<file path="src/hdl/bit_packetizer_with_index_parity_macros.svh">
// ----------------------------------------------------------------------------
// bit_packetizer_with_index_parity_macros
// Assertion macros for the bit packetizer. With SYNTHESIS defined they expand
// to nothing.
// ----------------------------------------------------------------------------
`ifndef BIT_PACKETIZER_WITH_INDEX_PARITY_MACROS_SVH
`define BIT_PACKETIZER_WITH_INDEX_PARITY_MACROS_SVH

`ifndef SYNTHESIS
`define BPIP_ASSERT_ALWAYS(label, clk, rst_n, expr) \
    label: assert property (@(posedge clk) disable iff (!rst_n) (expr)) \
        else $error("bpip: invariant violated");
`define BPIP_ASSERT_IMPLY(label, clk, rst_n, ante, cons) \
    label: assert property (@(posedge clk) disable iff (!rst_n) (ante) |-> (cons)) \
        else $error("bpip: implication violated");
`else
`define BPIP_ASSERT_ALWAYS(label, clk, rst_n, expr)
`define BPIP_ASSERT_IMPLY(label, clk, rst_n, ante, cons)
`endif

`endif

</file>
<file path="src/hdl/bpip_pkg.sv">
// ----------------------------------------------------------------------------
// bpip_pkg
// Shared types and fixed field widths of the bit packetizer.
// ----------------------------------------------------------------------------
`default_nettype none

package bpip_pkg;

    localparam int PAYLOAD_W = 32;
    localparam int INDEX_W   = 16;
    localparam int CFG_W     = 6;
    localparam logic [CFG_W-1:0] CFG_RESET = 6'd8;

    typedef struct packed {
        logic [7:0] data_byte;
        logic       last_byte;
    } t_in_item;

    typedef struct packed {
        logic [PAYLOAD_W-1:0] payload;
        logic [INDEX_W-1:0]   seq_index;
        logic                 parity;
        logic                 end_marker;
        logic                 last;
    } t_out_item;

endpackage

`default_nettype wire

</file>
<file path="src/hdl/bpip_front.sv">
// ----------------------------------------------------------------------------
// bpip_front
// Input side: accepts byte transactions into a two-entry queue for the back end.
// ----------------------------------------------------------------------------
`default_nettype none
`include "bit_packetizer_with_index_parity_macros.svh"

module bpip_front (
    input  wire logic              i_clk,
    input  wire logic              i_rst_n,
    input  wire logic              i_valid,
    output logic                   o_ready,
    input  wire bpip_pkg::t_in_item i_data,
    output logic                   o_q_valid,
    output bpip_pkg::t_in_item     o_q_item,
    input  wire logic              i_q_pop
);
    import bpip_pkg::*;

    t_in_item   r_mem [2];
    logic       r_wr_ptr;
    logic       r_rd_ptr;
    logic [1:0] r_count;
    logic       push;
    logic       pop;

    assign o_ready   = (r_count != 2'd2);
    assign o_q_valid = (r_count != 2'd0);
    assign o_q_item  = r_mem[r_rd_ptr];
    assign push      = i_valid && o_ready;
    assign pop       = i_q_pop && o_q_valid;

    always_ff @(posedge i_clk) begin
        if (!i_rst_n) begin
            r_wr_ptr <= 1'b0;
            r_rd_ptr <= 1'b0;
            r_count  <= 2'd0;
        end else begin
            if (push) begin
                r_wr_ptr <= ~r_wr_ptr;
            end
            if (pop) begin
                r_rd_ptr <= ~r_rd_ptr;
            end
            case ({push, pop})
                2'b10:   r_count <= r_count + 2'd1;
                2'b01:   r_count <= r_count - 2'd1;
                default: r_count <= r_count;
            endcase
        end
    end

    always_ff @(posedge i_clk) begin
        if (push) begin
            r_mem[r_wr_ptr] <= i_data;
        end
    end

    `BPIP_ASSERT_ALWAYS(a_count_range, i_clk, i_rst_n, r_count != 2'd3)
    `BPIP_ASSERT_IMPLY(a_pop_nonempty, i_clk, i_rst_n, i_q_pop, r_count != 2'd0)
    `BPIP_ASSERT_IMPLY(a_ptr_track, i_clk, i_rst_n, r_count != 2'd1,
                       r_wr_ptr == r_rd_ptr)

endmodule

`default_nettype wire

</file>
<file path="src/hdl/bpip_back.sv">
// ----------------------------------------------------------------------------
// bpip_back
// Packing engine: folds queued bytes into the bit buffer, emits one packet per
// cycle to the output register while free, then a stream's partial and end packet.
// ----------------------------------------------------------------------------
`default_nettype none
`include "bit_packetizer_with_index_parity_macros.svh"

module bpip_back #(
    parameter int INDEX_BITS       = 16,
    parameter int MAX_PAYLOAD_BITS = 32
) (
    input  wire logic                        i_clk,
    input  wire logic                        i_rst_n,
    input  wire logic [bpip_pkg::CFG_W-1:0]  i_width,
    input  wire logic                        i_clear,
    input  wire logic                        i_q_valid,
    input  wire bpip_pkg::t_in_item          i_q_item,
    output logic                             o_q_pop,
    output logic                             o_valid,
    input  wire logic                        i_ready,
    output bpip_pkg::t_out_item              o_data
);
    import bpip_pkg::*;

    localparam int MW = MAX_PAYLOAD_BITS;

    typedef enum logic [3:0] {
        S_IDLE = 4'b0001,
        S_DATA = 4'b0010,
        S_PART = 4'b0100,
        S_END  = 4'b1000
    } t_state;

    t_state              r_state, n_state;
    logic [MW-1:0]       r_buf, n_buf;
    logic [CFG_W-1:0]    r_fill, n_fill;
    logic [7:0]          r_bits, n_bits;
    logic [3:0]          r_rem, n_rem;
    logic                r_last, n_last;
    logic [INDEX_BITS-1:0] r_pkt, n_pkt;
    logic                r_out_valid;
    t_out_item           r_out;

    logic [MW-1:0]       mask;
    logic [MW+7:0]       shifted;
    logic [MW-1:0]       merged;
    logic [CFG_W-1:0]    room;
    logic [7:0]          left_bits;
    logic [3:0]          left_rem;
    logic                fits;
    logic                left_done;
    logic                out_free;
    logic                emit;
    logic                take;
    t_out_item           n_out;
    logic [MW-1:0]       emit_pay;

    assign mask      = {MW{1'b1}} >> (CFG_W'(MW) - i_width);
    assign shifted   = (MW + 8)'(r_bits) << r_fill;
    assign merged    = r_buf | shifted[MW-1:0];
    assign room      = i_width - r_fill;
    assign fits      = {2'b00, r_rem} < room;
    // Only meaningful when the byte fills the packet, where room is at most eight.
    assign left_bits = r_bits >> room[3:0];
    assign left_rem  = r_rem - room[3:0];
    assign left_done = {2'b00, left_rem} < i_width;
    assign out_free  = !r_out_valid || i_ready;

    always_comb begin
        n_state  = r_state;
        n_buf    = r_buf;
        n_fill   = r_fill;
        n_bits   = r_bits;
        n_rem    = r_rem;
        n_last   = r_last;
        n_pkt    = r_pkt;
        emit     = 1'b0;
        take     = 1'b0;
        emit_pay = merged & mask;
        n_out.payload    = '0;
        n_out.seq_index  = INDEX_W'(r_pkt);
        n_out.parity     = 1'b0;
        n_out.end_marker = 1'b0;
        n_out.last       = 1'b0;

        unique case (r_state)
            S_IDLE: begin
                take = 1'b1;
            end
            S_DATA: begin
                if (fits) begin
                    n_buf  = merged;
                    n_fill = r_fill + CFG_W'(r_rem);
                    if (r_last) begin
                        n_state = (n_fill != '0) ? S_PART : S_END;
                    end else begin
                        take = 1'b1;
                    end
                end else begin
                    emit       = 1'b1;
                    n_out.last = left_done && !r_last;
                    if (out_free) begin
                        n_pkt = r_pkt + 1'b1;
                        if (left_done) begin
                            n_buf  = MW'(left_bits);
                            n_fill = CFG_W'(left_rem);
                            if (r_last) begin
                                n_state = (left_rem != 4'd0) ? S_PART : S_END;
                            end else begin
                                take = 1'b1;
                            end
                        end else begin
                            n_bits = left_bits;
                            n_rem  = left_rem;
                            n_buf  = '0;
                            n_fill = '0;
                        end
                    end
                end
            end
            S_PART: begin
                emit     = 1'b1;
                emit_pay = r_buf & mask;
                if (out_free) begin
                    n_pkt   = r_pkt + 1'b1;
                    n_buf   = '0;
                    n_fill  = '0;
                    n_state = S_END;
                end
            end
            S_END: begin
                emit             = 1'b1;
                emit_pay         = mask;
                n_out.seq_index  = INDEX_W'({INDEX_BITS{1'b1}});
                n_out.end_marker = 1'b1;
                n_out.last       = 1'b1;
                if (out_free) begin
                    n_pkt  = '0;
                    n_buf  = '0;
                    n_fill = '0;
                    take   = 1'b1;
                end
            end
            default: begin
                n_state = S_IDLE;
            end
        endcase

        n_out.payload = PAYLOAD_W'(emit_pay);
        if (r_state == S_END) begin
            n_out.parity = 1'b1;
        end else begin
            n_out.parity = (^emit_pay) ^ (^r_pkt);
        end

        o_q_pop = 1'b0;
        if (take) begin
            if (i_q_valid) begin
                o_q_pop = 1'b1;
                n_bits  = i_q_item.data_byte;
                n_rem   = 4'd8;
                n_last  = i_q_item.last_byte;
                n_state = S_DATA;
            end else begin
                n_state = S_IDLE;
            end
        end

        // A width change drops gathered bits; the user must make it only while idle (not enforced).
        if (i_clear) begin
            n_buf  = '0;
            n_fill = '0;
        end
    end

    always_ff @(posedge i_clk) begin
        if (!i_rst_n) begin
            r_state     <= S_IDLE;
            r_buf       <= '0;
            r_fill      <= '0;
            r_pkt       <= '0;
            r_out_valid <= 1'b0;
        end else begin
            r_state <= n_state;
            r_buf   <= n_buf;
            r_fill  <= n_fill;
            r_pkt   <= n_pkt;
            if (emit && out_free) begin
                r_out_valid <= 1'b1;
            end else if (i_ready) begin
                r_out_valid <= 1'b0;
            end
        end
    end

    always_ff @(posedge i_clk) begin
        r_bits <= n_bits;
        r_rem  <= n_rem;
        r_last <= n_last;
        if (emit && out_free) begin
            r_out <= n_out;
        end
    end

    assign o_valid = r_out_valid;
    assign o_data  = r_out;

    `BPIP_ASSERT_ALWAYS(a_fill_below_width, i_clk, i_rst_n, r_fill < i_width)
    `BPIP_ASSERT_IMPLY(a_partial_nonempty, i_clk, i_rst_n, r_state == S_PART,
                       r_fill != '0)
    `BPIP_ASSERT_IMPLY(a_end_closes, i_clk, i_rst_n, r_out_valid && r_out.end_marker,
                       r_out.last && r_out.parity)

endmodule

`default_nettype wire

</file>
<file path="src/hdl/bit_packetizer_with_index_parity.sv">
// Usage:
// Bytes arrive on i_valid/o_ready with i_data, bit 0 of each byte first, and
// last_byte set on the final byte of a stream. Packets leave on o_valid/i_ready
// with o_data: payload, packet number, even parity (one on the end packet), end
// marker, and a last flag on the final packet caused by each byte. An accepted
// byte passes the input queue and the engine's byte register before it reaches
// the output register. The packing engine produces one packet per cycle while
// the output register is free. A byte yields up to nine packets (a width of one
// with the stream end); a final byte that completes no packet is merged into the
// buffer before the closing packets. A two-entry input queue keeps bytes flowing
// while the engine works or the output waits. When the receiver stalls, the
// output register holds its packet and the engine and then the queue fill before
// o_ready drops. Reset empties the queue and the output, clears the bit buffer
// and the packet number, and sets the payload width to eight. A write of
// i_cfg_wdata on i_cfg_we is registered, drops gathered bits, keeps the packet
// number; widths of zero act as one and widths above the maximum as the maximum.
// ----------------------------------------------------------------------------
// bit_packetizer_with_index_parity
// Top level: width register, input queue and packing engine.
// ----------------------------------------------------------------------------
`default_nettype none

module bit_packetizer_with_index_parity #(
    parameter int INDEX_BITS       = 16,
    parameter int MAX_PAYLOAD_BITS = 32
) (
    input  wire logic                       i_clk,
    input  wire logic                       i_rst_n,
    input  wire logic                       i_valid,
    output logic                            o_ready,
    input  wire bpip_pkg::t_in_item         i_data,
    output logic                            o_valid,
    input  wire logic                       i_ready,
    output bpip_pkg::t_out_item             o_data,
    input  wire logic                       i_cfg_we,
    input  wire logic [bpip_pkg::CFG_W-1:0] i_cfg_wdata
);
    import bpip_pkg::*;

    logic [CFG_W-1:0] r_cfg;
    logic [CFG_W-1:0] width;
    logic             q_valid;
    t_in_item         q_item;
    logic             q_pop;

    always_ff @(posedge i_clk) begin
        if (!i_rst_n) begin
            r_cfg <= CFG_RESET;
        end else if (i_cfg_we) begin
            r_cfg <= i_cfg_wdata;
        end
    end

    always_comb begin
        if (r_cfg == '0) begin
            width = CFG_W'(1);
        end else if (r_cfg > CFG_W'(MAX_PAYLOAD_BITS)) begin
            width = CFG_W'(MAX_PAYLOAD_BITS);
        end else begin
            width = r_cfg;
        end
    end

    bpip_front u_front (
        .i_clk     (i_clk),
        .i_rst_n   (i_rst_n),
        .i_valid   (i_valid),
        .o_ready   (o_ready),
        .i_data    (i_data),
        .o_q_valid (q_valid),
        .o_q_item  (q_item),
        .i_q_pop   (q_pop)
    );

    bpip_back #(
        .INDEX_BITS       (INDEX_BITS),
        .MAX_PAYLOAD_BITS (MAX_PAYLOAD_BITS)
    ) u_back (
        .i_clk     (i_clk),
        .i_rst_n   (i_rst_n),
        .i_width   (width),
        .i_clear   (i_cfg_we),
        .i_q_valid (q_valid),
        .i_q_item  (q_item),
        .o_q_pop   (q_pop),
        .o_valid   (o_valid),
        .i_ready   (i_ready),
        .o_data    (o_data)
    );

endmodule

`default_nettype wire
</file>
<file path="config.mk">
export PLATFORM = sky130hd
export DESIGN_NAME = bit_packetizer_with_index_parity
export DESIGN_NICKNAME = d
export VERILOG_FILES = /design/src/hdl/bpip_pkg.sv /design/src/hdl/bpip_front.sv /design/src/hdl/bpip_back.sv /design/src/hdl/bit_packetizer_with_index_parity.sv
export VERILOG_INCLUDE_DIRS = /design/src /design/src/hdl
export SDC_FILE = /design/constraint.sdc
export NUM_CORES = 1
export LEC_CHECK = 0
export CAP_MARGIN = 10
export CELL_PAD_IN_SITES_DETAIL_PLACEMENT = 1
export CELL_PAD_IN_SITES_GLOBAL_PLACEMENT = 2
export CORE_ASPECT_RATIO = 1.75
export CORE_UTILIZATION = 38
export CTS_BUF_LIST = sky130_fd_sc_hd__clkbuf_2 sky130_fd_sc_hd__clkbuf_4 sky130_fd_sc_hd__clkbuf_8
export DETAILED_ROUTE_END_ITERATION = 10
export DONT_BUFFER_PORTS = 1
export PLACE_DENSITY = 0.83
export SYNTH_ARGS = -nofsm -noshare
export SYNTH_HDL_FRONTEND = slang
export SYNTH_SLANG_ARGS = --single-unit
</file>
<file path="constraint.sdc">
create_clock -name i_clk -period 6.48 [get_ports i_clk]
set_input_delay 0.972 -clock i_clk [delete_from_list [all_inputs] [get_ports i_clk]]
set_output_delay 0.972 -clock i_clk [all_outputs]
set_load 0.05 [all_outputs]
</file>
==> flow_metrics.env, run 1 <==
export IMPL_cp_cell_sequence="nor4_1 > nor2_1 > nor2_1 > inv_1 > ha_1 > fa_1 > ha_1 > a21o_1 > maj3_1 > xnor2_1 > inv_1 > ha_1 > a21oi_1 > o31a_1 > o21a_1 > o22a_1 > buf_4 > ha_1 > or3_1 > a21oi_1"
export IMPL_async_flop_share_pct=0
export IMPL_path_buf_inv=3
export IMPL_leakage_nw=3.38
export IMPL_fin_crit_ps=5610
export IMPL_syn_num_nets=927
export IMPL_cp_required_ps=6900
export IMPL_post_route_period_util_pct=86.6
export IMPL_synthTopCellsByArea="edfxtp_1 25%, dfxtp_1 19%, nor2_1 5.4%, a21oi_1 4.6%, mux2i_1 4.2%"
export IMPL_yosys_warnings=0
export IMPL_cts_buffers=17
export IMPL_synth_seq_cells=152
export IMPL_clock_latency_ps=490
export IMPL_syn_inst=877
export IMPL_hold_viol=0
export IMPL_vias_per_cell=5.58
export IMPL_clock_sinks=152
export IMPL_final_common_cell="nor2_1"
export IMPL_pin_count=73
export IMPL_start_kind="flip-flop"
export IMPL_vdd_drop_max_mv=0.116
export IMPL_dominantRegCellSynth="dfxtp_1"
export IMPL_yosysTopAreaCell="edfxtp_1"
export IMPL_vias=6583
export IMPL_critical_path_class="reg -> reg"
export IMPL_cp_depth=20
export IMPL_htreeDepth=4
export IMPL_nets=920
export IMPL_clkSlewWorstSetupHoldPaths_ps=100
export IMPL_postCtsHoldBufs=0
export IMPL_maxSlewHeadroom_pct=34.8
export IMPL_power_density_nw_per_um2=319
export IMPL_syn_area_um2=8520
export IMPL_synth_top_cell_area_share_pct=24.7
export IMPL_setup_tns_ps=0
export IMPL_drc=0
export IMPL_seq_area_frac_synth_pct=43.9
export IMPL_chipWidth_um=115
export IMPL_die_h_um=200
export IMPL_grt_total_usage_pct=22.9
export IMPL_wl_per_cell_um=21.2
export IMPL_postRouteWirelength_um=25100
export IMPL_path_delay_family="adder cells"
export IMPL_layout_drive_gt1_share_pct=11.0
export IMPL_start_util_pct=38.6
export IMPL_skew_ps=13.2
export IMPL_post_cts_buffers=0
export IMPL_rows=72
export IMPL_antenna_cells=0
export IMPL_worst_setup_path_end_kind="flip-flop"
export IMPL_dp_hpwl_um=19300
export IMPL_antenna_left=0
export IMPL_cts_tree="built"
export IMPL_synth_area_per_cell_um2=9.72
export IMPL_max_clock_path_buffers=2
export IMPL_synth_edf_count=70
export IMPL_rsz0062_at_grt="false"
export IMPL_critical_path_max_stage_delay_ps=790
export IMPL_area_delta_synth_final_pct=8.37
export IMPL_hp_class="reg -> reg"
export IMPL_cap_viol_max_count=0
export IMPL_fmax_ghz=0.178
export IMPL_grt_pass1_vias=6893
export IMPL_path_max_fanout=21
export IMPL_final_cell_mix="123 x nor2_1, 82 x dfxtp_1, 78 x a21oi_1, 70 x edfxtp_1, 53 x nand2_1"
export IMPL_cts_resized=0
export IMPL_ff2ff_setup_slack_ps=870
export IMPL_antenna_found_initial=0
export IMPL_first_iter_violations=269
export IMPL_worst_pin_slew_ps=969
export IMPL_grt_pass1_wl_um=38600
export IMPL_hold_slack_ps=455
export IMPL_synthDistinctLibCells=76
export IMPL_drtPass1Iterations=4
export IMPL_dieArea_um2=23000
export IMPL_holdPathStages=2
export IMPL_grt_overflow_total=0
export IMPL_cts_root_buf="clkbuf_8"
export IMPL_status="complete, no violations"
export IMPL_cpMaxStageDelayCell="fa_1"
export IMPL_cp_data_arrival_time_ps=6030
export IMPL_slew_violations=0
export IMPL_core_um2=22100
export IMPL_port_buffers=0
export IMPL_finalSetupViolations=0
export IMPL_r2r_cells=20
export IMPL_crit_top_cell="ha_1"
export IMPL_gp_congestion=0.829
export IMPL_grt_start_max_net_pins=39
-- layout make-up --
cell class              count  area, µm²
clock buffers              17        234
repair buffers             15        113
fillers                  2528      12800
inverters                  39        146
well taps                 296        370
clock inverters            15        181
multi-input cells         645       4450
flip-flops and latches    152       3740
-- worst reg2reg max path, delay by kind of cell, from the launching register on --
family | cells | cell delay (ps)
adder cells (fa/ha/maj) | 6 | 2360
flip-flops | 1 | 360
AO/OA/AOI/OAI | 6 | 1070
buffers and inverters | 3 | 440
XOR/XNOR | 1 | 270
AND/OR/NAND/NOR | 4 | 1000
-- cell usage after synthesis, types with 3 or more instances --
cell,number
a211oi_1,21
a21o_1,7
a21oi_1,79
a22o_1,4
a22oi_1,8
a31oi_1,6
a32oi_1,3
and2_1,4
and3_1,5
buf_2,7
buf_6,4
clkbuf_1,25
dfxtp_1,82
edfxtp_1,70
fa_1,3
ha_1,27
inv_1,37
mux2_2,14
mux2i_1,36
mux4_2,7
nand2_1,53
nand2b_1,12
nand3_1,13
nand4_1,8
nor2_1,123
nor2b_1,13
nor3_1,20
nor3b_1,3
nor4_1,8
nor4b_1,3
o211ai_1,3
o21a_1,6
o21ai_0,34
o31a_1,4
o32ai_1,3
or2_2,16
or3_1,4
xnor2_1,29
xnor3_1,7
xor2_1,19
-- where the power goes --
part,switching [W],internal [W],leakage [nW],total (W)
clock network,0.000420,0.000358,0.208,0.000778
registers,0.000138,0.00110,1.24,0.00123
logic,0.000503,0.000432,1.93,0.000935
-- registers in the layout (all words and copies together), names as in the netlist, 2 cells and up, named ones only --
register	flops
u_front.r_count	2
u_front.r_mem	18
u_back.r_rem	4
u_back.o_data	51
u_back.r_fill	6
u_back.r_state	4
r_cfg	6
u_back.r_buf	32
u_back.r_bits	8
u_back.r_pkt	16
-- worst paths after layout --
check	start	end
setup / recovery	r_cfg[1]	u_front.r_count[1]
hold / removal	u_back.r_buf[18]	u_back.r_buf[18]
setup reg to reg	r_cfg[1]	u_front.r_count[1]
hold reg to reg	u_back.r_buf[18]	u_back.r_buf[18]
-- stage by stage --
| stage | util, % | setup WS, ps | total power [W] | instance area [µm²] | std cells |
|---|---|---|---|---|---|
| 2_1_floorplan | - | 11.5 | 0.00194 | 8520 | 877 |
| 3_3_place_gp | 40.0 | 1020 | 0.00217 | 8820 | 1147 |
| 3_5_place_dp | 40.0 | 889 | 0.00219 | 8820 | 1147 |
| 4_1_cts | 41.8 | 853 | 0.00297 | 9230 | 1179 |
| 5_1_grt | 41.8 | 477 | 0.00309 | 9230 | 1179 |
| 6_report | 41.8 | 871 | 0.00295 | 9230 | 1179 |
-- logic make-up after synthesis --
| family | Yosys count | synth area share, % |
|---|---|---|
| simple gates | 294 | 16.4 |
| buf+inv | 80 | 4.10 |
| mux | 57 | 7.93 |
| flops | 152 | 43.9 |
| fa+ha+maj | 32 | 4.90 |
| xor+xnor | 56 | 7.06 |
| compound gates | 206 | 15.7 |
-- metal layers --
layer | vias to the layer above | share of wire (%) | global-route usage [%]
li1 | 3147 | - | -
met2 | 129 | 55 | 43.5
met3 | 71 | 2.3 | 3.80
met5 | - | 0 | 0
met1 | 3236 | 36 | 21.8
met4 | 0 | 6.7 | 16.5
(Power assumes the default switching activity.)
==> run 2: changes to the inputs <==
Settings changed: GPL_TIMING_DRIVEN set to 0, REMOVE_ABC_BUFFERS set to 1.
==> run 2 against run 1 <==
Count of clock-buffer cells in the layout stayed put. Final cell count is 0.76% lower. Maximum frequency is 3.4% lower. Clock skew increased by 4.3 ps. Largest power group unchanged. Setup slack worse by 190 ps. Clock power decreased by 13%. Final area down 0.98%. Global-route usage decreased by 0.17 points. First-iteration DRC count up 9.3%.
==> flow_metrics.env, run 2 (synthesis gave the netlist of run 1 again) <==
export IMPL_status="complete, no violations"
export IMPL_hold_path_endpoint="u_back.r_buf[18]"
export IMPL_setup_slack_ps=676
export IMPL_cts_tree="built"
export IMPL_worstReg2RegStart="u_back.r_fill[2]"
export IMPL_post_route_period_util_pct=89.6
export IMPL_leakage_nw=3.32
export IMPL_clock_latency_ps=470
export IMPL_worst_setup_path_end_kind="flip-flop"
export IMPL_cp_data_arrival_time_ps=6190
export IMPL_clkSlewWorstSetupHoldPaths_ps=90
export IMPL_pre_cts_slack_ps=154
export IMPL_start_util_pct=38.6
export IMPL_core_um2=22100
export IMPL_max_clock_path_buffers=2
export IMPL_area_delta_synth_final_pct=7.31
export IMPL_slew_violations=0
export IMPL_drtPass1Iterations=5
export IMPL_grt_overflow_total=0
export IMPL_rows=72
export IMPL_postRouteWirelength_um=25000
export IMPL_nets=911
export IMPL_stdcell_count=1170
export IMPL_holdPathStages=2
export IMPL_first_iter_violations=294
export IMPL_grt_start_max_net_pins=49
export IMPL_maxSlewHeadroom_pct=21.0
export IMPL_finalSetupViolations=0
export IMPL_die_h_um=200
export IMPL_cts_resized=0
export IMPL_dieArea_um2=23000
export IMPL_antenna_found_initial=0
export IMPL_critical_path_class="reg -> reg"
export IMPL_hp_start="u_back.r_buf[18]"
export IMPL_cts_root_buf="clkbuf_8"
export IMPL_fin_crit_ps=5800
export IMPL_r2r_end="u_front.r_count[1]"
export IMPL_hold_viol=0
export IMPL_fin_util_pct=41.4
export IMPL_antenna_cells=0
export IMPL_vias_per_cell=5.64
export IMPL_layout_drive_gt1_share_pct=10.8
export IMPL_r2r_cells=17
export IMPL_post_cts_buffers=0
export IMPL_chipWidth_um=115
export IMPL_ff2ff_setup_slack_ps=680
export IMPL_rsz0062_at_grt="false"
export IMPL_hp_class="reg -> reg"
export IMPL_path_max_fanout=25
export IMPL_fillCellCount=2538
export IMPL_dp_hpwl_um=19000
export IMPL_place_inst=1138
export IMPL_gp_congestion=0.827
export IMPL_htreeDepth=4
export IMPL_setup_tns_ps=0
export IMPL_largest_reg_flops=51
export IMPL_drc=0
export IMPL_cap_viol_max_count=0
export IMPL_skew_ps=17.5
export IMPL_start_kind="flip-flop"
export IMPL_pin_count=73
export IMPL_cts_buffers=17
export IMPL_vias=6600
export IMPL_postCtsHoldBufs=0
export IMPL_final_cell_mix="123 x nor2_1, 81 x dfxtp_1, 78 x a21oi_1, 70 x edfxtp_1, 53 x nand2_1"
export IMPL_clock_sinks=152
export IMPL_cp_required_ps=6870
export IMPL_antenna_left=0
export IMPL_fmax_ghz=0.172
export IMPL_vdd_drop_max_mv=0.113
export IMPL_power_density_nw_per_um2=312
export IMPL_port_buffers=0
export IMPL_worst_pin_slew_ps=1180
export IMPL_grt_total_usage_pct=22.7
export IMPL_grt_pass1_vias=6823
export IMPL_grt_pass1_wl_um=38500
export IMPL_wl_per_cell_um=21.3
export IMPL_final_common_cell="nor2_1"
[run 2: cell count changes in the layout (fill, tap and decap cells not counted), sizes merged]
cell and delta:
buf -9, bufinv -2, inv -2, clkinv +6
clkinvlp -2
[run 2: area by class of cell]
type                            instances  area [µm²]  share of cell area, %
Multi-Input combinational cell        645        4460                   48.8
Sequential cell                       152        3740                   41.0
Tap cell                              296         370                   4.05
Clock buffer                           17         234                   2.56
Inverter                               39         146                   1.60
Clock inverter                         15         121                   1.33
Timing Repair Buffer                    6        62.6                  0.684
[run 2: how the worst max path moves through the flow]
stage | start | endpoint | slack, ps | cells after the start
2_1_floorplan | u_back.r_fill[1] | u_back.r_buf[2] | -90 | 15
3_3_place_gp | u_back.r_fill[1] | u_back.r_buf[2] | -3270 | 15
4_1_cts | u_back.r_fill[1] | u_front.r_count[1] | 80 | 18
3_5_place_dp | u_back.r_fill[1] | u_front.r_count[1] | 150 | 18
6_report | u_back.r_fill[2] | u_front.r_count[1] | 680 | 17
5_1_grt | r_cfg[2] | u_front.r_count[1] | 270 | 19
[run 2: critical path, stage by stage (launching register included)]
cell and delay, ps:
dfxtp_1 1030, inv_2 300, ha_1 450, o21ai_0 150
and3_1 210, nor2_1 460, inv_1 170, ha_1 340
xnor2_1 260, inv_1 120, ha_1 280, a21oi_1 210
o31a_1 200, o21a_1 220, o22a_2 420, ha_1 330
or3_1 370, a21oi_1 140
[run 2: report_power, final]
group / switching (W) / internal, W / leakage (nW)
clock: 0.000399 / 0.000274 / 0.191
sequential: 0.000140 / 0.00110 / 1.24
combinational: 0.000514 / 0.000429 / 1.89
[run 2: layer usage]
layer  vias up  share of wire [%]  global-route usage (%)
met2       129                 55                    42.8
met1      3271                 36                    22.0
met5         -                  0                       0
met3        67                2.2                    3.96
met4         0                6.6                    15.8
li1       3133                  -                       -
[run 2: stage by stage]
step,hold WS [ps],total power [W],area [µm²]
6_report,454,0.00285,9140
5_1_grt,481,0.00301,9140
4_1_cts,454,0.00288,9140
3_5_place_dp,440,0.00220,8790
3_3_place_gp,432,0.00217,8690
2_1_floorplan,425,0.00191,8320
